File: config.mk
export PLATFORM = sky130hd
export DESIGN_NAME = neighbour_table_route_query_core
export DESIGN_NICKNAME = d
export VERILOG_FILES = /design/src/sv/nbt_pkg.sv /design/src/sv/nbt_cell.sv /design/src/sv/neighbour_table_route_query_core.sv
export SDC_FILE = /design/constraint.sdc
export NUM_CORES = 2
export LEC_CHECK = 0
export BUFFER_PORTS_ARGS = -buffer_cell sky130_fd_sc_hd__buf_2
export CORE_UTILIZATION = 65
export DETAILED_ROUTE_END_ITERATION = 7
export MAX_ROUTING_LAYER = met4
export PLACE_DENSITY = 0.82
export SLEW_MARGIN = 5
export SYNTH_ARGS = -nofsm -noshare
export SYNTH_HDL_FRONTEND = slang
export SYNTH_HIERARCHICAL = 1
export SYNTH_SLANG_ARGS = --single-unit
File: constraint.sdc
create_clock -name clk -period 22.4 [get_ports clk]
set_input_delay 3.36 -clock clk [delete_from_list [all_inputs] [get_ports clk]]
set_output_delay 3.36 -clock clk [all_outputs]
set_load 0.01 [all_outputs]
File: src/sv/nbt_pkg.sv
// ----------------------------------------------------------------------------
// nbt_pkg: shared types and constants of the neighbor table
// Entry layout, cell controls, frame codes and result kinds.
// ----------------------------------------------------------------------------
`default_nettype none

package nbt_pkg;

    localparam int MAC_W  = 48;
    localparam int NODE_W = 8;
    localparam int KIND_W = 3;
    localparam int CFG_W  = 2;
    localparam int MODE_W = 2;

    localparam logic [MAC_W-1:0]  BCAST_ADDR = {MAC_W{1'b1}};
    localparam logic [NODE_W-1:0] NO_ROUTE   = 8'd255;

    localparam logic OP_FRAME = 1'b0;
    localparam logic OP_QUERY = 1'b1;

    localparam logic [NODE_W-1:0] FT_REQ  = 8'd1;
    localparam logic [NODE_W-1:0] FT_RESP = 8'd2;

    localparam logic [KIND_W-1:0] KIND_HELLO    = 3'd0;
    localparam logic [KIND_W-1:0] KIND_REQUEST  = 3'd1;
    localparam logic [KIND_W-1:0] KIND_RESPONSE = 3'd2;
    localparam logic [KIND_W-1:0] KIND_KNOWN    = 3'd3;
    localparam logic [KIND_W-1:0] KIND_NO_ROUTE = 3'd4;

    localparam logic [CFG_W-1:0] REG_OWN_MAC  = 2'd0;
    localparam logic [CFG_W-1:0] REG_OWN_NODE = 2'd1;

    // What the current item looks up in the table
    localparam logic [MODE_W-1:0] MODE_QUERY = 2'd0;
    localparam logic [MODE_W-1:0] MODE_BCAST = 2'd1;
    localparam logic [MODE_W-1:0] MODE_REQ   = 2'd2;

    typedef struct packed {
        logic [NODE_W-1:0] node;
        logic [MAC_W-1:0]  addr;
    } entry_t;

    typedef struct packed {
        logic shift;
        logic load;
    } cell_ctl_t;

endpackage

`default_nettype wire

File: src/sv/nbt_cell.sv
// ----------------------------------------------------------------------------
// nbt_cell: one slot of the rotating neighbor ring
// Holds one entry; loads a new entry or takes its neighbor's entry.
// ----------------------------------------------------------------------------
`default_nettype none

module nbt_cell
    import nbt_pkg::*;
(
    input  wire logic      clk,
    input  wire cell_ctl_t ctl,
    input  wire entry_t    load_data,
    input  wire entry_t    shift_in,
    output entry_t         entry
);

    entry_t entry_reg;
    entry_t entry_next;

    always_comb
    begin
        entry_next = entry_reg;
        if (ctl.load)
        begin
            entry_next = load_data;
        end
        else if (ctl.shift)
        begin
            entry_next = shift_in;
        end
    end

    always_ff @(posedge clk)
    begin
        entry_reg <= entry_next;
    end

    assign entry = entry_reg;

endmodule

`default_nettype wire

File: src/sv/neighbour_table_route_query_core.sv
// ----------------------------------------------------------------------------
// neighbour_table_route_query_core: neighbor table with route queries
// Flow: a lookup turns the ring once in the search state, then the decide state
//   picks the result and the flush state loads it into the output register.
// A fan-out pass turns the ring a second time and holds it while the output stalls.
// The block takes no new item until it is back in idle. A no-route response goes
//   straight to the flush state; an ignored frame leaves the block idle.
// Reset: clears fill count, own MAC/node and control; entries stay unset.
// ----------------------------------------------------------------------------
`default_nettype none

module neighbour_table_route_query_core
    import nbt_pkg::*;
#(
    parameter int TABLE_ENTRIES = 64
)
(
    input  wire logic              clk,
    input  wire logic              rst_n,

    // configuration write channel
    input  wire logic              cfg_valid,
    output logic                   cfg_ready,
    input  wire logic [CFG_W-1:0]  cfg_index,
    input  wire logic [MAC_W-1:0]  cfg_data,

    // input items
    input  wire logic              in_valid,
    output logic                   in_stall,
    input  wire logic              opcode,
    input  wire logic [MAC_W-1:0]  dest_addr,
    input  wire logic [MAC_W-1:0]  sender_addr,
    input  wire logic [NODE_W-1:0] sender_node,
    input  wire logic [NODE_W-1:0] wanted_node,
    input  wire logic [NODE_W-1:0] answer_node,
    input  wire logic [NODE_W-1:0] frame_type,
    input  wire logic [NODE_W-1:0] query_node,

    // results
    output logic                   out_valid,
    input  wire logic              out_stall,
    output logic [KIND_W-1:0]      emit_kind,
    output logic [MAC_W-1:0]       target_addr,
    output logic [NODE_W-1:0]      carried_node,
    output logic                   last
);

    localparam int IDXW  = $clog2(TABLE_ENTRIES);
    localparam int FILLW = $clog2(TABLE_ENTRIES + 1);
    localparam logic [IDXW-1:0]  LAST_IDX  = IDXW'(TABLE_ENTRIES - 1);
    localparam logic [FILLW-1:0] FULL_FILL = FILLW'(TABLE_ENTRIES);
    localparam logic [FILLW-1:0] TWO_FILL  = FILLW'(2);

    // Controller states
    localparam logic [2:0] S_IDLE   = 3'd0;
    localparam logic [2:0] S_SEARCH = 3'd1;
    localparam logic [2:0] S_DECIDE = 3'd2;
    localparam logic [2:0] S_FANOUT = 3'd3;
    localparam logic [2:0] S_FLUSH  = 3'd4;

    // ------------------------------------------------------------------------
    // Registers
    // ------------------------------------------------------------------------
    logic [2:0]        state_reg,     state_next;
    logic [MAC_W-1:0]  own_mac_reg,   own_mac_next;
    logic [NODE_W-1:0] own_node_reg,  own_node_next;
    logic [FILLW-1:0]  fill_reg,      fill_next;
    logic [IDXW-1:0]   cnt_reg,       cnt_next;
    logic              hit_reg,       hit_next;
    logic [MODE_W-1:0] mode_reg,      mode_next;
    logic [MAC_W-1:0]  sender_reg,    sender_next;
    logic [NODE_W-1:0] snode_reg,     snode_next;
    logic [NODE_W-1:0] key_reg,       key_next;

    // One result held back so that the final one can be marked last
    logic              pend_valid_reg, pend_valid_next;
    logic [KIND_W-1:0] pend_kind_reg,  pend_kind_next;
    logic [MAC_W-1:0]  pend_addr_reg,  pend_addr_next;
    logic [NODE_W-1:0] pend_node_reg,  pend_node_next;

    // Output register
    logic              out_valid_reg, out_valid_next;
    logic [KIND_W-1:0] out_kind_reg,  out_kind_next;
    logic [MAC_W-1:0]  out_addr_reg,  out_addr_next;
    logic [NODE_W-1:0] out_node_reg,  out_node_next;
    logic              out_last_reg,  out_last_next;

    // ------------------------------------------------------------------------
    // Ring of cells; cell 0 is the head the controller looks at
    // ------------------------------------------------------------------------
    entry_t    ring   [TABLE_ENTRIES];
    cell_ctl_t cell_ctl [TABLE_ENTRIES];
    entry_t    learn_data;
    logic      learn_en;
    logic      ring_shift;
    entry_t    head;

    assign learn_data.node = snode_reg;
    assign learn_data.addr = sender_reg;
    assign head            = ring[0];

    for (genvar g = 0; g < TABLE_ENTRIES; g++)
    begin : g_cell
        assign cell_ctl[g].shift = ring_shift;
        assign cell_ctl[g].load  = learn_en && (fill_reg[IDXW-1:0] == IDXW'(g));

        nbt_cell u_cell
        (
            .clk       (clk),
            .ctl       (cell_ctl[g]),
            .load_data (learn_data),
            .shift_in  (ring[(g + 1) % TABLE_ENTRIES]),
            .entry     (ring[g])
        );
    end

    // ------------------------------------------------------------------------
    // Control
    // ------------------------------------------------------------------------
    logic in_xfer;
    logic out_free;
    logic in_range;
    logic head_match;
    logic fan_cand;

    assign cfg_ready = 1'b1;
    assign in_stall  = (state_reg != S_IDLE);
    assign in_xfer   = in_valid && !in_stall;
    assign out_free  = !out_valid_reg || !out_stall;

    // Only the filled part of the ring counts during a pass
    assign in_range   = (FILLW'(cnt_reg) < fill_reg);
    assign head_match = (mode_reg == MODE_BCAST) ? (head.addr == sender_reg)
                                                 : (head.node == key_reg);
    assign fan_cand   = in_range && ((mode_reg != MODE_REQ) || (head.addr != sender_reg));

    assign ring_shift = (state_reg == S_SEARCH) || ((state_reg == S_FANOUT) && out_free);

    always_comb
    begin
        state_next      = state_reg;
        own_mac_next    = own_mac_reg;
        own_node_next   = own_node_reg;
        fill_next       = fill_reg;
        cnt_next        = cnt_reg;
        hit_next        = hit_reg;
        mode_next       = mode_reg;
        sender_next     = sender_reg;
        snode_next      = snode_reg;
        key_next        = key_reg;
        pend_valid_next = pend_valid_reg;
        pend_kind_next  = pend_kind_reg;
        pend_addr_next  = pend_addr_reg;
        pend_node_next  = pend_node_reg;
        out_kind_next   = out_kind_reg;
        out_addr_next   = out_addr_reg;
        out_node_next   = out_node_reg;
        out_last_next   = out_last_reg;
        learn_en        = 1'b0;

        // drop the shown result once it is taken
        out_valid_next = out_valid_reg && out_stall;

        if (cfg_valid && cfg_ready)
        begin
            case (cfg_index)
                REG_OWN_MAC:  own_mac_next  = cfg_data;
                REG_OWN_NODE: own_node_next = cfg_data[NODE_W-1:0];
                default:      ;
            endcase
        end

        case (state_reg)
            S_IDLE:
            begin
                if (in_xfer)
                begin
                    sender_next = sender_addr;
                    snode_next  = sender_node;
                    key_next    = (opcode == OP_QUERY) ? query_node : wanted_node;
                    hit_next    = 1'b0;
                    cnt_next    = '0;
                    if (opcode == OP_QUERY)
                    begin
                        mode_next  = MODE_QUERY;
                        state_next = S_SEARCH;
                    end
                    else if (dest_addr == BCAST_ADDR)
                    begin
                        mode_next  = MODE_BCAST;
                        state_next = S_SEARCH;
                    end
                    else if (dest_addr == own_mac_reg)
                    begin
                        if (frame_type == FT_REQ)
                        begin
                            mode_next  = MODE_REQ;
                            state_next = S_SEARCH;
                        end
                        else if ((frame_type == FT_RESP) && (answer_node == NO_ROUTE))
                        begin
                            pend_valid_next = 1'b1;
                            pend_kind_next  = KIND_NO_ROUTE;
                            pend_addr_next  = sender_addr;
                            pend_node_next  = NO_ROUTE;
                            state_next      = S_FLUSH;
                        end
                    end
                end
            end

            S_SEARCH:
            begin
                // one entry reaches the head each cycle; a full turn brings it home
                if (in_range && head_match)
                begin
                    hit_next = 1'b1;
                end
                cnt_next = cnt_reg + IDXW'(1);
                if (cnt_reg == LAST_IDX)
                begin
                    cnt_next   = '0;
                    state_next = S_DECIDE;
                end
            end

            S_DECIDE:
            begin
                case (mode_reg)
                    MODE_QUERY:
                    begin
                        if (hit_reg)
                        begin
                            pend_valid_next = 1'b1;
                            pend_kind_next  = KIND_KNOWN;
                            pend_addr_next  = '0;
                            pend_node_next  = key_reg;
                            state_next      = S_FLUSH;
                        end
                        else if (fill_reg != '0)
                        begin
                            state_next = S_FANOUT;
                        end
                        else
                        begin
                            state_next = S_IDLE;
                        end
                    end
                    MODE_BCAST:
                    begin
                        if (hit_reg)
                        begin
                            state_next = S_IDLE;
                        end
                        else
                        begin
                            // learn the new neighbor unless the table is full
                            if (fill_reg < FULL_FILL)
                            begin
                                learn_en  = 1'b1;
                                fill_next = fill_reg + FILLW'(1);
                            end
                            pend_valid_next = 1'b1;
                            pend_kind_next  = KIND_HELLO;
                            pend_addr_next  = BCAST_ADDR;
                            pend_node_next  = own_node_reg;
                            state_next      = S_FLUSH;
                        end
                    end
                    default:
                    begin
                        if (hit_reg)
                        begin
                            pend_valid_next = 1'b1;
                            pend_kind_next  = KIND_RESPONSE;
                            pend_addr_next  = sender_reg;
                            pend_node_next  = own_node_reg;
                            state_next      = S_FLUSH;
                        end
                        else if (fill_reg >= TWO_FILL)
                        begin
                            state_next = S_FANOUT;
                        end
                        else
                        begin
                            pend_valid_next = 1'b1;
                            pend_kind_next  = KIND_RESPONSE;
                            pend_addr_next  = sender_reg;
                            pend_node_next  = NO_ROUTE;
                            state_next      = S_FLUSH;
                        end
                    end
                endcase
            end

            S_FANOUT:
            begin
                // advance only with room at the output; hold the ring otherwise
                if (out_free)
                begin
                    if (fan_cand)
                    begin
                        if (pend_valid_reg)
                        begin
                            out_valid_next = 1'b1;
                            out_kind_next  = pend_kind_reg;
                            out_addr_next  = pend_addr_reg;
                            out_node_next  = pend_node_reg;
                            out_last_next  = 1'b0;
                        end
                        pend_valid_next = 1'b1;
                        pend_kind_next  = KIND_REQUEST;
                        pend_addr_next  = head.addr;
                        pend_node_next  = key_reg;
                    end
                    cnt_next = cnt_reg + IDXW'(1);
                    if (cnt_reg == LAST_IDX)
                    begin
                        cnt_next   = '0;
                        state_next = S_FLUSH;
                    end
                end
            end

            S_FLUSH:
            begin
                if (!pend_valid_reg)
                begin
                    state_next = S_IDLE;
                end
                else if (out_free)
                begin
                    out_valid_next  = 1'b1;
                    out_kind_next   = pend_kind_reg;
                    out_addr_next   = pend_addr_reg;
                    out_node_next   = pend_node_reg;
                    out_last_next   = 1'b1;
                    pend_valid_next = 1'b0;
                    state_next      = S_IDLE;
                end
            end

            default:
            begin
                state_next = S_IDLE;
            end
        endcase
    end

    always_ff @(posedge clk or negedge rst_n)
    begin
        if (!rst_n)
        begin
            state_reg      <= S_IDLE;
            own_mac_reg    <= '0;
            own_node_reg   <= '0;
            fill_reg       <= '0;
            cnt_reg        <= '0;
            hit_reg        <= 1'b0;
            mode_reg       <= MODE_QUERY;
            pend_valid_reg <= 1'b0;
            out_valid_reg  <= 1'b0;
        end
        else
        begin
            state_reg      <= state_next;
            own_mac_reg    <= own_mac_next;
            own_node_reg   <= own_node_next;
            fill_reg       <= fill_next;
            cnt_reg        <= cnt_next;
            hit_reg        <= hit_next;
            mode_reg       <= mode_next;
            pend_valid_reg <= pend_valid_next;
            out_valid_reg  <= out_valid_next;
        end
    end

    always_ff @(posedge clk)
    begin
        sender_reg    <= sender_next;
        snode_reg     <= snode_next;
        key_reg       <= key_next;
        pend_kind_reg <= pend_kind_next;
        pend_addr_reg <= pend_addr_next;
        pend_node_reg <= pend_node_next;
        out_kind_reg  <= out_kind_next;
        out_addr_reg  <= out_addr_next;
        out_node_reg  <= out_node_next;
        out_last_reg  <= out_last_next;
    end

    assign out_valid    = out_valid_reg;
    assign emit_kind    = out_kind_reg;
    assign target_addr  = out_addr_reg;
    assign carried_node = out_node_reg;
    assign last         = out_last_reg;

endmodule

`default_nettype wire

==> impl_results.md <==
- Max FFs per register: 3584
- Synth Area in Adders: 0.07317%
- Post-Place Cells: 12187
- Detailed Place HPWL: 271200 µm
- Setup CP Type: reg -> out
- Layout cells sized above 1: 51.48%
- Setup violators final: 0
- Worst Hold End: target_addr[9]
- Starting Density: 65.60%
- Num CTS Buffers: 382
- Worst setup margin: 16200 ps
- Tot GR Track Use: 34.89%
- Area of the core: 260600 µm²
- Synth Cell Area: 171000 µm²
- Post-synth top flop: edfxtp_1
- I/O pins: 255
- Slew HR: 9.847%
- Cell Rows: 187
- Total grt overflow: 0
- GPL Wtd Cong: 0.9812
- FF-to-FF path depth: 8
- Buffers & Inverters on Critical Path: 3
- Skew final: 68.98 ps
- Fin crit share: 27.67%
- CP cell instances: buf_4 > nor3_1 > inv_1 > buf_2
- Total of max-cap violations: 0
- RSZ-0062 raised after global routing: false
- Slowest stage delay, CP: 660 ps
- R2r startpoint: state_reg[0]
- Mapped Cells: 8632
- Power density over the cells: 129.3 nW/µm²
- Fin. Hold Viols: 0
- Vias in the first global route: 86233
- Area of the multi-input gates: 52700 µm²
- Area grow syn2layout: 9.713%
- Synth Area in Simple Gates: 1.117%
- Worst-Skew Late Latency: 940 ps
- Sequential share of the synthesized area: 67.28%
- Worst r2r dst: g_cell[19].u_cell/entry[20]
- Initial DRT Pass Iterations: 8
- DIE AREA: 265100 µm²
- CTS tree: yes
- Status: finished, final reports clean
- Slew @ Worst Pin: 1352 ps
- Largest family of logic cells by synthesized area: multiplexers
- Vias/cell: 6.667
- Fillers: 14726
- Hold depth: 0
- Syn_area_per_cell: 19.81 µm²
- FF/Latch Area: 115100 µm²
- Crit start category: flop
- Net Count, Synth: 8834
- Per-cell routed wire length: 35.10 µm
- Hold_sp: pend_addr_reg[9]
- Initial antenna violation count: 55
- Die X: 514.9 µm
- Mux cell area share after synthesis: 28.11%
- DRC: 0
- Post-synth EDFFs: 3767
- First-pass GRT wire length: 635500 µm
- Clk sinks: 3844
- Crit-path leading delay family: buffers and inverters
- Max VDD drop: 92.19 µV
- H-tree Lvls: 5
- Port bufs: 253
- Via count: 85993
- Largest net degree at the start of global routing: 101
- Worst Path Required: 19040 ps
- Seq cells post-synth: 3844
- Initial DRC count: 11156
- Clock root buffer: clkbuf_16
- Pre-CTS WS: 15860 ps
- CTS Buffer Depth: 4
- Setup TNS Final: 0 ps
- Post-CTS setup buffer count: 0
- Compound-Gate Fraction of Synth Area: 0.6293%
- Fmax: 161.3 MHz
- CP max FO: 66
- Critical Path Sink Type: output pin
- Hold crit path type: reg -> reg
- Crit-path slowest cell: dfrtp_4
- Yosys synthesis warning count: 6
- Hold buffers post-CTS: 0
- Leakage: 64.72 nW
- Distinct cell type count after synthesis: 57
- Slew Limit Fails: 0
- CTS resizes: 0
- Die H: 514.9 µm
- Clock Pin Slew Worst Setup and Hold Paths: 70 ps
- Post-synthesis xor/xnor area fraction: 0.5737%
- Post-Layout Cell Count: 12899
- Post-synth ARST share: 2.003%
- Final WL: 452700 µm
- Tmin final: 6199 ps
- Reg-to-reg slack, setup: 17110 ps
- Critical path arrival: 2840 ps
- Detail Route Antenna Nets: 0
- Nets: 9281
==> metal layers <==
layer / track usage, % / part of all wire [%]
met5: - / 0
met2: 54.67 / 48
met1: 43.66 / 37
met3: 7.286 / 9.4
met4: 16.66 / 5.8
==> worst register-to-register path: cells and delay by family, from the launching register on <==
kind / cells / cell delay, ps
buffers and inverters: 3 / 1710
and+or+nand+nor: 5 / 2480
DFF: 1 / 660
==> stage by stage <==
stage | power [mW] | area, µm² | utilization (%) | hold WS (ps)
2_1_floorplan | 15.52 | 171000 | - | 400.3
3_3_place_gp | 17.67 | 175200 | 67.24 | 401.7
3_5_place_dp | 17.78 | 175200 | 67.24 | 404.5
4_1_cts | 24.18 | 187400 | 71.90 | 391.4
5_1_grt | 24.87 | 187600 | 71.96 | 411.3
6_report | 24.26 | 187600 | 71.97 | 387.0
==> Yosys cell counts (58+ instances only) <==
| master | count | area share (%) |
|---|---|---|
| nand2_1 | 129 | 0.28 |
| dfrtp_1 | 77 | 1.1 |
| edfxtp_1 | 3767 | 66 |
| nor2_1 | 79 | 0.17 |
| or2_1 | 65 | 0.24 |
| buf_6 | 257 | 1.7 |
| mux2_2 | 1792 | 12 |
| xor2_1 | 58 | 0.30 |
| o21ai_0 | 58 | 0.17 |
| buf_2 | 135 | 0.40 |
| a21oi_1 | 104 | 0.30 |
| mux2_4 | 1856 | 16 |
==> where the power goes <==
part	total, mW	internal, mW	switching [mW]
clock network	6.32	3.60	2.72
registers	12.6	11.5	1.17
logic	5.30	2.21	3.09
==> cell families (layout without fill, tap and decap cells) <==
logic type	Yosys count	count (layout)
xor+xnor	112	112
flops	3844	3844
buf+inv	448	1182
fa+ha+maj	10	10
other cells	1	38
compound gates	191	191
mux	3650	3650
simple gates	376	376
==> worst max-delay path by stage <==
stage / startpoint / endpoint / slack [ps] / depth (start not counted)
3_5_place_dp: out_stall / g_cell[19].u_cell/entry[11] / 15860 / 7
3_3_place_gp: dest_addr[7] / pend_addr_reg[29] / 15880 / 8
6_report: state_reg[0] / in_stall / 16200 / 4
4_1_cts: state_reg[0] / in_stall / 16190 / 4
5_1_grt: state_reg[0] / in_stall / 16070 / 4
2_1_floorplan: dest_addr[28] / pend_addr_reg[0] / 11650 / 6
==> layout make-up <==
cell class | instances | share of cell area [%]
flip-flops and latches | 3844 | 61.33
diodes | 37 | 0.04935
inverters | 15 | 0.03001
multi-input cells | 4340 | 28.09
repair buffers | 496 | 1.689
well taps | 3496 | 2.332
clock buffers | 459 | 5.338
clock inverters | 212 | 1.145
==> cell usage in the layout (no fill, tap or decap), drive strengths merged, types with 2 or more instances in the layout <==
cell type,count
xnor2,54
bufinv,36
or3,2
nor3b,5
buf,496
o22a,8
ha,10
clkinvlp,13
a31oi,3
nor2b,3
inv,20
o31ai,4
nand2,129
clkbuf,459
nand4,33
nor3,7
dfrtp,77
nand2b,2
or4,2
mux2i,2
edfxtp,3767
o21ai,60
nand4b,2
nand3b,2
or2,65
and3,2
a21oi,104
mux2,3648
diode,37
a2111oi,2
nor2,81
nor4,23
nand3,16
clkinv,158
xor2,58
Note: power is estimated with default switching activity, not from simulation.
